### config.mk
export PLATFORM = sky130hd
export DESIGN_NAME = array_linked_list_manager
export DESIGN_NICKNAME = d
export VERILOG_FILES = /design/src/hw/rtl/alm_pkg.sv /design/src/hw/rtl/alm_ctrl.sv /design/src/hw/rtl/alm_datapath.sv /design/src/hw/rtl/array_linked_list_manager.sv
export SDC_FILE = /design/constraint.sdc
export NUM_CORES = 2
export LEC_CHECK = 0
export ABC_CLOCK_PERIOD_IN_PS = 11200
export BUFFER_PORTS_ARGS = -buffer_cell sky130_fd_sc_hd__buf_2
export CORE_MARGIN = 3
export CORE_UTILIZATION = 40
export DETAILED_ROUTE_END_ITERATION = 10
export MAX_ROUTING_LAYER = met4
export REMOVE_ABC_BUFFERS = 1
export SETUP_SLACK_MARGIN = 0.4
export SYNTH_ARGS = -nofsm -noshare
export SYNTH_HDL_FRONTEND = slang
export SYNTH_SLANG_ARGS = --single-unit
### constraint.sdc
create_clock -name clk -period 11.2 [get_ports clk]
set_clock_uncertainty 0.05 [all_clocks]
set_input_delay 1.12 -clock clk [delete_from_list [all_inputs] [get_ports clk]]
set_output_delay 1.12 -clock clk [all_outputs]
set_load 0.05 [all_outputs]
### src/hw/rtl/alm_pkg.sv
`timescale 1ns / 1ps
// Shared types and constants for the array linked list manager.
// Used by alm_ctrl, alm_datapath and array_linked_list_manager; no dependencies.
package alm_pkg;

  localparam int ALM_CAPACITY    = 64;
  localparam int ALM_VALUE_WIDTH = 32;

  localparam int CMD_W    = 3;
  localparam int WHERE_W  = 6;
  localparam int DATA_W   = 32;
  localparam int STATUS_W = 2;
  localparam int FIELD_W  = 6;

  typedef enum logic [CMD_W-1:0] {
    CMD_INSERT_BEFORE = 3'd0,
    CMD_PUSH_FRONT    = 3'd1,
    CMD_PUSH_BACK     = 3'd2,
    CMD_DELETE        = 3'd3,
    CMD_POP_FRONT     = 3'd4,
    CMD_POP_BACK      = 3'd5,
    CMD_FIND_POSITION = 3'd6,
    CMD_READ_SLOT     = 3'd7
  } cmd_t;

  typedef enum logic [STATUS_W-1:0] {
    ST_OK    = 2'd0,
    ST_FULL  = 2'd1,
    ST_EMPTY = 2'd2,
    ST_BAD   = 2'd3
  } status_t;

  typedef enum logic [3:0] {
    DP_NOP       = 4'd0,
    DP_CLEAR     = 4'd1,
    DP_LOAD      = 4'd2,
    DP_INS_RD    = 4'd3,
    DP_INS_WR1   = 4'd4,
    DP_INS_WR2   = 4'd5,
    DP_REM_RD    = 4'd6,
    DP_REM_WR1   = 4'd7,
    DP_REM_WR2   = 4'd8,
    DP_WALK_STEP = 4'd9,
    DP_WALK_LAST = 4'd10,
    DP_READ_RD   = 4'd11
  } dp_op_t;

  typedef enum logic [2:0] {
    RES_ERR      = 3'd0,
    RES_INSERT   = 3'd1,
    RES_REMOVE   = 3'd2,
    RES_FIND     = 3'd3,
    RES_READ     = 3'd4,
    RES_SENTINEL = 3'd5
  } res_sel_t;

  typedef struct packed {
    dp_op_t   op;
    logic     out_load;
    res_sel_t res;
    status_t  status;
  } dp_cmd_t;

  typedef struct packed {
    logic where_bad;
    logic where_zero;
    logic where_ge_count;
    logic count_zero;
    logic count_max;
    logic free_empty;
    logic pos_zero;
    logic use_q;
    logic steps_zero;
    logic clr_last;
  } dp_stat_t;

endpackage

### src/hw/rtl/alm_ctrl.sv
`timescale 1ns / 1ps
// Sequencing state machine for the array linked list manager.
// Depends on alm_pkg; drives alm_datapath through dp_cmd_t and reads dp_stat_t.
module alm_ctrl (
  input  logic              clk,
  input  logic              rst_n,
  input  logic              in_valid,
  output logic              in_stall,
  input  alm_pkg::cmd_t     in_cmd,
  output logic              out_valid,
  input  logic              out_stall,
  input  alm_pkg::dp_stat_t stat,
  output alm_pkg::dp_cmd_t  cmd
);
  import alm_pkg::*;

  typedef enum logic [10:0] {
    S_CLEAR    = 11'b00000000001,
    S_IDLE     = 11'b00000000010,
    S_INS_RD   = 11'b00000000100,
    S_INS_CHK  = 11'b00000001000,
    S_INS_WR   = 11'b00000010000,
    S_REM_RD   = 11'b00000100000,
    S_REM_CHK  = 11'b00001000000,
    S_REM_WR   = 11'b00010000000,
    S_WALK     = 11'b00100000000,
    S_READ_RD  = 11'b01000000000,
    S_READ_CHK = 11'b10000000000
  } state_t;

  state_t   state_r, state_nxt;
  logic     emit_r, emit_nxt;
  res_sel_t res_r, res_nxt;
  status_t  status_r, status_nxt;
  logic     out_valid_r, out_valid_nxt;
  logic     out_free;
  logic     accept;
  logic     idle_slot;

  assign out_free  = !out_valid_r || !out_stall;
  assign idle_slot = (state_r == S_IDLE) && (!emit_r || out_free);
  assign in_stall  = !idle_slot;
  assign accept    = in_valid && !in_stall;
  assign out_valid = out_valid_r;

  always_comb begin
    state_nxt     = state_r;
    emit_nxt      = emit_r;
    res_nxt       = res_r;
    status_nxt    = status_r;
    out_valid_nxt = out_valid_r && out_stall;
    cmd.op        = DP_NOP;
    cmd.out_load  = 1'b0;
    cmd.res       = res_r;
    cmd.status    = status_r;

    case (state_r)
      S_CLEAR: begin
        cmd.op = DP_CLEAR;
        if (stat.clr_last) begin
          state_nxt = S_IDLE;
        end
      end
      S_IDLE: begin
        // finished word waits here for the output register
        if (emit_r && out_free) begin
          cmd.out_load  = 1'b1;
          out_valid_nxt = 1'b1;
          emit_nxt      = 1'b0;
        end
      end
      S_INS_RD: begin
        cmd.op    = DP_INS_RD;
        state_nxt = S_INS_CHK;
      end
      S_INS_CHK: begin
        if (!stat.pos_zero && !stat.use_q) begin
          status_nxt = ST_BAD;
          res_nxt    = RES_ERR;
          emit_nxt   = 1'b1;
          state_nxt  = S_IDLE;
        end else if (stat.free_empty) begin
          status_nxt = ST_FULL;
          res_nxt    = RES_ERR;
          emit_nxt   = 1'b1;
          state_nxt  = S_IDLE;
        end else begin
          cmd.op    = DP_INS_WR1;
          state_nxt = S_INS_WR;
        end
      end
      S_INS_WR: begin
        cmd.op     = DP_INS_WR2;
        status_nxt = ST_OK;
        res_nxt    = RES_INSERT;
        emit_nxt   = 1'b1;
        state_nxt  = S_IDLE;
      end
      S_REM_RD: begin
        cmd.op    = DP_REM_RD;
        state_nxt = S_REM_CHK;
      end
      S_REM_CHK: begin
        if (!stat.use_q) begin
          status_nxt = ST_BAD;
          res_nxt    = RES_ERR;
          emit_nxt   = 1'b1;
          state_nxt  = S_IDLE;
        end else begin
          cmd.op    = DP_REM_WR1;
          state_nxt = S_REM_WR;
        end
      end
      S_REM_WR: begin
        cmd.op     = DP_REM_WR2;
        status_nxt = ST_OK;
        res_nxt    = RES_REMOVE;
        emit_nxt   = 1'b1;
        state_nxt  = S_IDLE;
      end
      S_WALK: begin
        // one next link per cycle, then fetch the whole node
        if (stat.steps_zero) begin
          cmd.op     = DP_WALK_LAST;
          status_nxt = ST_OK;
          res_nxt    = RES_FIND;
          emit_nxt   = 1'b1;
          state_nxt  = S_IDLE;
        end else begin
          cmd.op = DP_WALK_STEP;
        end
      end
      S_READ_RD: begin
        cmd.op    = DP_READ_RD;
        state_nxt = S_READ_CHK;
      end
      S_READ_CHK: begin
        status_nxt = stat.use_q ? ST_OK : ST_BAD;
        res_nxt    = stat.use_q ? RES_READ : RES_ERR;
        emit_nxt   = 1'b1;
        state_nxt  = S_IDLE;
      end
      default: begin
        state_nxt = S_IDLE;
        emit_nxt  = 1'b0;
      end
    endcase

    if (accept) begin
      cmd.op     = DP_LOAD;
      res_nxt    = RES_ERR;
      status_nxt = ST_OK;
      case (in_cmd)
        CMD_INSERT_BEFORE: begin
          if (stat.where_bad) begin
            status_nxt = ST_BAD;
            emit_nxt   = 1'b1;
          end else begin
            state_nxt = S_INS_RD;
          end
        end
        CMD_PUSH_FRONT, CMD_PUSH_BACK: begin
          state_nxt = S_INS_RD;
        end
        CMD_DELETE: begin
          if (stat.where_bad || stat.where_zero) begin
            status_nxt = ST_BAD;
            emit_nxt   = 1'b1;
          end else if (stat.count_zero) begin
            status_nxt = ST_EMPTY;
            emit_nxt   = 1'b1;
          end else begin
            state_nxt = S_REM_RD;
          end
        end
        CMD_POP_FRONT, CMD_POP_BACK: begin
          if (stat.count_zero) begin
            status_nxt = ST_EMPTY;
            emit_nxt   = 1'b1;
          end else begin
            state_nxt = S_REM_RD;
          end
        end
        CMD_FIND_POSITION: begin
          if (stat.count_zero) begin
            status_nxt = ST_EMPTY;
            emit_nxt   = 1'b1;
          end else if (stat.where_ge_count) begin
            status_nxt = ST_BAD;
            emit_nxt   = 1'b1;
          end else begin
            state_nxt = S_WALK;
          end
        end
        CMD_READ_SLOT: begin
          if (stat.where_bad) begin
            status_nxt = ST_BAD;
            emit_nxt   = 1'b1;
          end else if (stat.where_zero) begin
            res_nxt  = RES_SENTINEL;
            emit_nxt = 1'b1;
          end else begin
            state_nxt = S_READ_RD;
          end
        end
        default: begin
          status_nxt = ST_BAD;
          emit_nxt   = 1'b1;
        end
      endcase
    end
  end

  always_ff @(posedge clk) begin
    if (!rst_n) begin
      state_r     <= S_CLEAR;
      emit_r      <= 1'b0;
      out_valid_r <= 1'b0;
      res_r       <= RES_ERR;
      status_r    <= ST_OK;
    end else begin
      state_r     <= state_nxt;
      emit_r      <= emit_nxt;
      out_valid_r <= out_valid_nxt;
      res_r       <= res_nxt;
      status_r    <= status_nxt;
    end
  end

endmodule

### src/hw/rtl/alm_datapath.sv
`timescale 1ns / 1ps
// Node store, list registers and result register of the array linked list manager.
// Depends on alm_pkg; controlled by alm_ctrl through dp_cmd_t.
module alm_datapath #(
  parameter int CAPACITY    = alm_pkg::ALM_CAPACITY,
  parameter int VALUE_WIDTH = alm_pkg::ALM_VALUE_WIDTH
) (
  input  logic                            clk,
  input  logic                            rst_n,
  input  alm_pkg::dp_cmd_t                cmd,
  output alm_pkg::dp_stat_t               stat,
  input  alm_pkg::cmd_t                   in_cmd,
  input  logic [alm_pkg::WHERE_W-1:0]     in_where,
  input  logic [alm_pkg::DATA_W-1:0]      in_value,
  output logic [alm_pkg::STATUS_W-1:0]    out_status,
  output logic [alm_pkg::FIELD_W-1:0]     out_slot,
  output logic [alm_pkg::DATA_W-1:0]      out_slot_value,
  output logic [alm_pkg::FIELD_W-1:0]     out_next_slot,
  output logic [alm_pkg::FIELD_W-1:0]     out_prev_slot,
  output logic [alm_pkg::FIELD_W-1:0]     out_front_slot,
  output logic [alm_pkg::FIELD_W-1:0]     out_back_slot,
  output logic [alm_pkg::FIELD_W-1:0]     out_count
);
  import alm_pkg::*;

  localparam int SLOT_W = $clog2(CAPACITY);

  typedef logic [SLOT_W-1:0]      slot_t;
  typedef logic [VALUE_WIDTH-1:0] val_t;

  function automatic logic [FIELD_W-1:0] slot_fld(input slot_t s);
    logic [SLOT_W+FIELD_W-1:0] w;
    begin
      w = {{FIELD_W{1'b0}}, s};
      return w[FIELD_W-1:0];
    end
  endfunction

  function automatic logic [DATA_W-1:0] val_fld(input val_t v);
    logic [VALUE_WIDTH+DATA_W-1:0] w;
    begin
      w = {{DATA_W{1'b0}}, v};
      return w[DATA_W-1:0];
    end
  endfunction

  // node store
  val_t  value_mem [CAPACITY];
  slot_t next_mem  [CAPACITY];
  slot_t prev_mem  [CAPACITY];
  logic  use_mem   [CAPACITY];

  logic  value_we, value_re, next_we, next_re, prev_we, prev_re, use_we, use_re;
  slot_t value_waddr, value_raddr, next_waddr, next_raddr;
  slot_t prev_waddr, prev_raddr, use_waddr, use_raddr;
  val_t  value_wdata;
  slot_t next_wdata, prev_wdata;
  logic  use_wdata;

  val_t  value_q;
  slot_t next_q, prev_q;
  logic  use_q;

  // list state
  slot_t front_r, back_r, free_head_r, count_r, clr_r;
  // item operands
  slot_t tgt_r, ins_slot_r, before_r, cur_r;
  val_t  v_r;
  logic [WHERE_W-1:0] steps_r;
  logic  first_r;

  logic [STATUS_W-1:0] out_status_r;
  logic [FIELD_W-1:0]  out_slot_r, out_next_r, out_prev_r;
  logic [FIELD_W-1:0]  out_front_r, out_back_r, out_count_r;
  logic [DATA_W-1:0]   out_value_r;

  logic [SLOT_W+WHERE_W-1:0]      where_ext, count_ext;
  logic [VALUE_WIDTH+DATA_W-1:0]  in_value_ext;
  slot_t where_slot, walk_addr, clr_link;
  val_t  in_val;

  assign where_ext    = {{SLOT_W{1'b0}}, in_where};
  assign count_ext    = {{WHERE_W{1'b0}}, count_r};
  assign where_slot   = where_ext[SLOT_W-1:0];
  assign in_value_ext = {{VALUE_WIDTH{1'b0}}, in_value};
  assign in_val       = in_value_ext[VALUE_WIDTH-1:0];
  assign walk_addr    = first_r ? front_r : next_q;
  // free chain at reset: slot i links to i+1, sentinel and last slot to 0
  assign clr_link     = ((clr_r == '0) || (clr_r == slot_t'(CAPACITY - 1))) ?
                        '0 : clr_r + slot_t'(1);

  assign stat.where_bad      = where_ext >= (SLOT_W + WHERE_W)'(CAPACITY);
  assign stat.where_zero     = (in_where == '0);
  assign stat.where_ge_count = where_ext >= count_ext;
  assign stat.count_zero     = (count_r == '0);
  assign stat.count_max      = (count_r == slot_t'(CAPACITY - 1));
  assign stat.free_empty     = (free_head_r == '0);
  assign stat.pos_zero       = (tgt_r == '0);
  assign stat.use_q          = use_q;
  assign stat.steps_zero     = (steps_r == '0);
  assign stat.clr_last       = (clr_r == slot_t'(CAPACITY - 1));

  always_comb begin
    value_we = 1'b0; value_waddr = '0; value_wdata = '0;
    next_we  = 1'b0; next_waddr  = '0; next_wdata  = '0;
    prev_we  = 1'b0; prev_waddr  = '0; prev_wdata  = '0;
    use_we   = 1'b0; use_waddr   = '0; use_wdata   = 1'b0;
    value_re = 1'b0; value_raddr = '0;
    next_re  = 1'b0; next_raddr  = '0;
    prev_re  = 1'b0; prev_raddr  = '0;
    use_re   = 1'b0; use_raddr   = '0;
    case (cmd.op)
      DP_CLEAR: begin
        next_we = 1'b1; next_waddr = clr_r; next_wdata = clr_link;
        prev_we = 1'b1; prev_waddr = clr_r;
        use_we  = 1'b1; use_waddr  = clr_r;
      end
      DP_INS_RD: begin
        next_re = 1'b1; next_raddr = free_head_r;
        prev_re = 1'b1; prev_raddr = tgt_r;
        use_re  = 1'b1; use_raddr  = tgt_r;
      end
      DP_INS_WR1: begin
        next_we  = 1'b1; next_waddr  = free_head_r; next_wdata  = tgt_r;
        prev_we  = 1'b1; prev_waddr  = free_head_r; prev_wdata  = prev_q;
        value_we = 1'b1; value_waddr = free_head_r; value_wdata = v_r;
        use_we   = 1'b1; use_waddr   = free_head_r; use_wdata   = 1'b1;
      end
      DP_INS_WR2: begin
        next_we = 1'b1; next_waddr = before_r; next_wdata = ins_slot_r;
        prev_we = 1'b1; prev_waddr = tgt_r;    prev_wdata = ins_slot_r;
      end
      DP_REM_RD, DP_READ_RD: begin
        value_re = 1'b1; value_raddr = tgt_r;
        next_re  = 1'b1; next_raddr  = tgt_r;
        prev_re  = 1'b1; prev_raddr  = tgt_r;
        use_re   = 1'b1; use_raddr   = tgt_r;
      end
      DP_REM_WR1: begin
        // unlink: neighbors point past the removed slot
        next_we = 1'b1; next_waddr = prev_q; next_wdata = next_q;
        prev_we = 1'b1; prev_waddr = next_q; prev_wdata = prev_q;
        use_we  = 1'b1; use_waddr  = tgt_r;
      end
      DP_REM_WR2: begin
        next_we = 1'b1; next_waddr = tgt_r; next_wdata = free_head_r;
        prev_we = 1'b1; prev_waddr = tgt_r;
      end
      DP_WALK_STEP: begin
        next_re = 1'b1; next_raddr = walk_addr;
      end
      DP_WALK_LAST: begin
        value_re = 1'b1; value_raddr = walk_addr;
        next_re  = 1'b1; next_raddr  = walk_addr;
        prev_re  = 1'b1; prev_raddr  = walk_addr;
        use_re   = 1'b1; use_raddr   = walk_addr;
      end
      default: begin
      end
    endcase
  end

  always_ff @(posedge clk) begin
    if (value_we) value_mem[value_waddr] <= value_wdata;
    if (value_re) value_q <= value_mem[value_raddr];
  end

  always_ff @(posedge clk) begin
    if (next_we) next_mem[next_waddr] <= next_wdata;
    if (next_re) next_q <= next_mem[next_raddr];
  end

  always_ff @(posedge clk) begin
    if (prev_we) prev_mem[prev_waddr] <= prev_wdata;
    if (prev_re) prev_q <= prev_mem[prev_raddr];
  end

  always_ff @(posedge clk) begin
    if (use_we) use_mem[use_waddr] <= use_wdata;
    if (use_re) use_q <= use_mem[use_raddr];
  end

  always_ff @(posedge clk) begin
    if (!rst_n) begin
      front_r     <= '0;
      back_r      <= '0;
      free_head_r <= slot_t'(1);
      count_r     <= '0;
      clr_r       <= '0;
    end else begin
      case (cmd.op)
        DP_CLEAR: begin
          clr_r <= clr_r + slot_t'(1);
        end
        DP_INS_WR1: begin
          free_head_r <= next_q;
          count_r     <= count_r + slot_t'(1);
        end
        DP_INS_WR2: begin
          if (before_r == '0) front_r <= ins_slot_r;
          if (tgt_r == '0) back_r <= ins_slot_r;
        end
        DP_REM_WR1: begin
          if (prev_q == '0) front_r <= next_q;
          if (next_q == '0) back_r <= prev_q;
        end
        DP_REM_WR2: begin
          free_head_r <= tgt_r;
          count_r     <= count_r - slot_t'(1);
        end
        default: begin
        end
      endcase
    end
  end

  always_ff @(posedge clk) begin
    case (cmd.op)
      DP_LOAD: begin
        v_r     <= in_val;
        steps_r <= in_where;
        first_r <= 1'b1;
        case (in_cmd)
          CMD_PUSH_FRONT, CMD_POP_FRONT: tgt_r <= front_r;
          CMD_PUSH_BACK:                 tgt_r <= '0;
          CMD_POP_BACK:                  tgt_r <= back_r;
          default:                       tgt_r <= where_slot;
        endcase
      end
      DP_INS_WR1: begin
        ins_slot_r <= free_head_r;
        before_r   <= prev_q;
      end
      DP_WALK_STEP: begin
        steps_r <= steps_r - WHERE_W'(1);
        first_r <= 1'b0;
      end
      DP_WALK_LAST: begin
        cur_r <= walk_addr;
      end
      default: begin
      end
    endcase
  end

  // result register: loaded once all list updates of the item are done
  always_ff @(posedge clk) begin
    if (cmd.out_load) begin
      out_status_r <= cmd.status;
      out_front_r  <= slot_fld(front_r);
      out_back_r   <= slot_fld(back_r);
      out_count_r  <= slot_fld(count_r);
      case (cmd.res)
        RES_INSERT: begin
          out_slot_r  <= slot_fld(ins_slot_r);
          out_value_r <= val_fld(v_r);
          out_next_r  <= slot_fld(tgt_r);
          out_prev_r  <= slot_fld(before_r);
        end
        RES_REMOVE, RES_READ: begin
          out_slot_r  <= slot_fld(tgt_r);
          out_value_r <= val_fld(value_q);
          out_next_r  <= slot_fld(next_q);
          out_prev_r  <= slot_fld(prev_q);
        end
        RES_FIND: begin
          out_slot_r  <= slot_fld(cur_r);
          out_value_r <= use_q ? val_fld(value_q) : '0;
          out_next_r  <= slot_fld(next_q);
          out_prev_r  <= slot_fld(prev_q);
        end
        RES_SENTINEL: begin
          out_slot_r  <= '0;
          out_value_r <= '0;
          out_next_r  <= slot_fld(front_r);
          out_prev_r  <= slot_fld(back_r);
        end
        default: begin
          out_slot_r  <= '0;
          out_value_r <= '0;
          out_next_r  <= '0;
          out_prev_r  <= '0;
        end
      endcase
    end
  end

  assign out_status     = out_status_r;
  assign out_slot       = out_slot_r;
  assign out_slot_value = out_value_r;
  assign out_next_slot  = out_next_r;
  assign out_prev_slot  = out_prev_r;
  assign out_front_slot = out_front_r;
  assign out_back_slot  = out_back_r;
  assign out_count      = out_count_r;

endmodule

### src/hw/rtl/array_linked_list_manager.sv
`timescale 1ns / 1ps
// Top level of the array linked list manager: controller plus datapath.
// Depends on alm_pkg, alm_ctrl and alm_datapath.
//
// A doubly linked list kept in a CAPACITY-slot node store, slot 0 being the
// sentinel and unused slots forming a free chain. One command word in gives
// one result word out. After reset the block sweeps the node store once,
// one slot per cycle, so in_stall stays high until the sweep is done. A
// word is worked off in full before the next one is taken. A find walks
// from the front, reading one next link per cycle from the single read port
// of the link memory; commands rejected on the spot (empty list, bad slot or
// position) need no node store access, and a failed insert or delete check
// ends after the node read. The next word is taken while the previous
// result still sits in the output register.
module array_linked_list_manager #(
  parameter int CAPACITY    = alm_pkg::ALM_CAPACITY,
  parameter int VALUE_WIDTH = alm_pkg::ALM_VALUE_WIDTH
) (
  input  logic                         clk,
  input  logic                         rst_n,
  input  logic                         in_valid,
  output logic                         in_stall,
  input  logic [alm_pkg::CMD_W-1:0]    in_cmd,
  input  logic [alm_pkg::WHERE_W-1:0]  in_where,
  input  logic [alm_pkg::DATA_W-1:0]   in_value,
  output logic                         out_valid,
  input  logic                         out_stall,
  output logic [alm_pkg::STATUS_W-1:0] out_status,
  output logic [alm_pkg::FIELD_W-1:0]  out_slot,
  output logic [alm_pkg::DATA_W-1:0]   out_slot_value,
  output logic [alm_pkg::FIELD_W-1:0]  out_next_slot,
  output logic [alm_pkg::FIELD_W-1:0]  out_prev_slot,
  output logic [alm_pkg::FIELD_W-1:0]  out_front_slot,
  output logic [alm_pkg::FIELD_W-1:0]  out_back_slot,
  output logic [alm_pkg::FIELD_W-1:0]  out_count
);
  import alm_pkg::*;

  cmd_t     in_cmd_e;
  dp_cmd_t  dp_cmd;
  dp_stat_t dp_stat;

  assign in_cmd_e = cmd_t'(in_cmd);

  alm_ctrl u_ctrl (
    .clk       (clk),
    .rst_n     (rst_n),
    .in_valid  (in_valid),
    .in_stall  (in_stall),
    .in_cmd    (in_cmd_e),
    .out_valid (out_valid),
    .out_stall (out_stall),
    .stat      (dp_stat),
    .cmd       (dp_cmd)
  );

  alm_datapath #(
    .CAPACITY    (CAPACITY),
    .VALUE_WIDTH (VALUE_WIDTH)
  ) u_dp (
    .clk            (clk),
    .rst_n          (rst_n),
    .cmd            (dp_cmd),
    .stat           (dp_stat),
    .in_cmd         (in_cmd_e),
    .in_where       (in_where),
    .in_value       (in_value),
    .out_status     (out_status),
    .out_slot       (out_slot),
    .out_slot_value (out_slot_value),
    .out_next_slot  (out_next_slot),
    .out_prev_slot  (out_prev_slot),
    .out_front_slot (out_front_slot),
    .out_back_slot  (out_back_slot),
    .out_count      (out_count)
  );

  // free chain is empty exactly when every non-sentinel slot holds an element
  a_free_vs_count: assert property (@(posedge clk) disable iff (!rst_n)
    dp_stat.free_empty == dp_stat.count_max)
    else $error("free chain state disagrees with element count");

  // a failed command reports no slot
  a_error_fields: assert property (@(posedge clk) disable iff (!rst_n)
    (out_valid && (out_status != ST_OK)) |->
      (out_slot == '0) && (out_slot_value == '0) &&
      (out_next_slot == '0) && (out_prev_slot == '0))
    else $error("error result carries slot data");

  // empty status only ever comes from an empty list
  a_empty_list: assert property (@(posedge clk) disable iff (!rst_n)
    (out_valid && (out_status == ST_EMPTY)) |->
      (out_count == '0) && (out_front_slot == '0) && (out_back_slot == '0))
    else $error("list empty reported on a non-empty list");

endmodule
==> run summary <==
Outcome -> completed
Slew HR -> 0.0916
Fin cells -> 13519
Post-synth top cells -> edfxtp_1 (3058), nand2_1 (2421), nand3_1 (798)
Crit-path max FO -> 121
Vias -> 78714
Max H-tree Level -> 5
Post-DP HPWL -> 202000 um
Hold-fix buffers at CTS -> 0
Antenna violations before repair -> 14
Cells after synthesis -> 9045
DRT Pass-1 Iters -> 7
Prevailing post-synth register cell -> edfxtp_1
Global-route wire length before repair -> 532000 um
Io pins -> 117
Ys async rst share -> 0
Post-synthesis sequential area ratio -> 0.748
Sw Ratio -> 0.207
Most frequent cell after synthesis -> edfxtp_1
Most area-hungry cell type in the Yosys netlist -> edfxtp_1
Port Buffers -> 116
Global route overflow -> 0
CP arrival -> 6.94 ns
RSZ-0062 raised after global routing -> false
Startpoint types -> flip-flop
Setup TNS Final -> 0 ns
Top cells by area, synth -> edfxtp_1 (74%), nand2_1 (7.3%), nand3_1 (3.2%), a31oi_1 (1.7%), mux4_2 (1.7%)
Max Cap Viol -> 0
Syn Area/Cell -> 13.7 um2
DP Cell Count -> 12924
Core ar. -> 0.307 mm2
Final Hold Vio Count -> 0
Drt total wl -> 371000 um
Critical path type -> reg2reg
Clk pwr share -> 0.439
Clk sink count -> 3106
Worst-case vdd ir drop -> 0.121 mV
Via/cell ratio -> 5.82
CTS tree -> built
Syn Std Cell Area -> 0.124 mm2
Final setup violation count -> 0
Post-synth top area share -> 0.740
CP endpoint kind -> flip-flop
Setup WS pre-CTS -> 4.94 ns
Syn. warnings -> 0
Placed cell area -> 0.130 mm2
P_sw -> 4920 uW
Vias in the first global route -> 74647
Synthesis-to-finish area growth -> 13.0%
Int Power -> 18900 uW
DIE AREA -> 0.317 mm2
TritonCTS buffer count -> 329
Slew Viols, Final -> 0
CTS Buffer Depth -> 4
Largest net degree at the start of global routing -> 171
Tot GR Track Use -> 0.235
Root Buffer -> clkbuf_16
Sequential share of power -> 0.538
Crit path cell chain -> inv_1 > ha_1 > or4b_1 > nor2_1 > a32o_4 > buf_4 > buf_12 > a31oi_1 > a211oi_1 > o221ai_1
Fmax -> 0.156 GHz
WL per Instance -> 27.5 um
Worst Hold Class -> in2reg
P per Cell Area -> 170 mW/mm2
CP peak stage delay -> 1.01 ns
Worst slew pin tran -> 1.36 ns
Leakage -> 0.0452 uW
Logic pwr share -> 0.023
DRC errors left -> 0
Post-synth EDFFs -> 3058
Core Rows -> 203
Die height -> 563 um
Netlist cell types -> 90
Synth Register Bits -> 3106
Fin crit share -> 0.574
Clock-pin slew of the registers on the worst-case setup and hold paths -> 0.07 ns
Initial Util -> 0.404
Final WS setup -> 4.77 ns
Nets -> 9214
Die Width -> 563 um
Clk Latency, worst-skew pair -> 0.89 ns
Post-route cell area -> 0.140 mm2
Number of routed nets with antenna violations -> 0
Starting DRT DRC Count -> 11138
Share of layout cells above drive strength 1 -> 0.110
Min Clock Period, post-route -> 6.43 ns
CP max stage cell -> a211oi_1
Post_cts resized -> 0
Post-CTS setup buffers -> 0
GP Congestion -> 0.874
WP data required -> 11.71 ns
-- area by class of cell --
cell class                 count  area, um2
fill                       26839     167000
sequential                  3106      92800
multi-input combinational   5371      29700
clock buffer                 408       8630
tap                         4100       5130
timing repair buffer         315       2190
clock inverter               183       1600
inverter                      32        121
antenna                        4       10.0
-- power by group through the flow --
| stage | Clock, uW | Sequential (uW) | Combinational [uW] |
|---|---|---|---|
| after CTS | 10600 | 12800 | 539 |
| after floorplan | 0 | 13100 | 279 |
| after global routing | 11100 | 12800 | 573 |
| after global placement | 0 | 13000 | 523 |
| final | 10400 | 12800 | 543 |
| after detailed placement | 0 | 13100 | 537 |
-- cell usage in the layout, fill, tap and decap left out, types with 49 or more instances in the layout --
master | Yosys | layout
edfxtp_1 | 3058 | 3058
nand2_1 | 2421 | 2419
nand3_1 | 798 | 797
a31oi_1 | 343 | 341
clkbuf_16 | 0 | 333
nor2_1 | 362 | 300
buf_4 | 23 | 190
mux2i_1 | 161 | 161
a21oi_1 | 125 | 116
buf_2 | 225 | 116
and3_1 | 104 | 104
o21ai_0 | 107 | 104
mux4_2 | 92 | 92
clkinv_1 | 1 | 75
nand4_1 | 74 | 74
clkbuf_1 | 269 | 73
a22o_1 | 71 | 65
a211oi_1 | 64 | 64
a32oi_1 | 65 | 63
nor2_4 | 0 | 62
clkinv_2 | 0 | 55
a22oi_1 | 53 | 53
o211ai_1 | 49 | 49
-- metrics by stage --
stage / util / hold WS, ns / power, uW
6_report: 0.456 / 0.349 / 23800
5_1_grt: 0.456 / 0.313 / 24500
4_1_cts: 0.456 / 0.295 / 23900
3_5_place_dp: 0.423 / 0.426 / 13600
3_3_place_gp: 0.423 / 0.417 / 13600
2_1_floorplan: - / 0.353 / 13300
-- state kept, by name (all words and copies together), names as in the netlist, 11 cells and up --
signal,cells
u_ctrl.state_r,11
u_dp.prev_mem,384
u_dp.value_q,32
u_dp.use_mem,64
u_dp.next_mem,384
u_dp.value_mem,2048
u_dp.v_r,32
u_dp.out_slot_value,32
-- final timing paths --
check	slack, ns	cells after the start	end	startpoint
setup / recovery	4.77	10	u_dp.value_q[27]	u_dp.steps_r[0]
hold / removal	0.35	1	u_dp.v_r[14]	in_value[14]
hold reg to reg	0.44	0	u_dp.out_count[5]	u_dp.count_r[5]
setup reg to reg	4.77	10	u_dp.value_q[27]	u_dp.steps_r[0]
-- routing by layer --
layer	vias up	global-route usage	share of wire
li1	34039	-	-
met1	39799	0.319	0.40
met2	4188	0.369	0.47
met3	688	0.0343	0.092
met4	0	0.0695	0.031
met5	-	-	0
-- critical path, delay by kind of cell (launching register included) --
family	cells	cell delay (ns)
and+or+nand+nor	2	1.50
AOI/OAI and AO/OA	4	2.39
DFF	1	0.42
buffers and inverters	3	1.38
adders and majority gates	1	0.20
-- cell families (layout without fill, tap and decap cells) --
kind of cell,count (synthesis),after routing,share of synthesized area
XOR/XNOR,22,22,0.00155
AO/OA/AOI/OAI,1067,1067,0.0598
adder cells (fa/ha/maj),14,14,0.00147
flip-flops,3106,3106,0.748
AND/OR/NAND/NOR,3962,3962,0.137
buffers and inverters,599,938,0.0212
multiplexers,274,274,0.0316
other,1,36,0.0000302
Note: power is estimated with default switching activity, not from simulation.
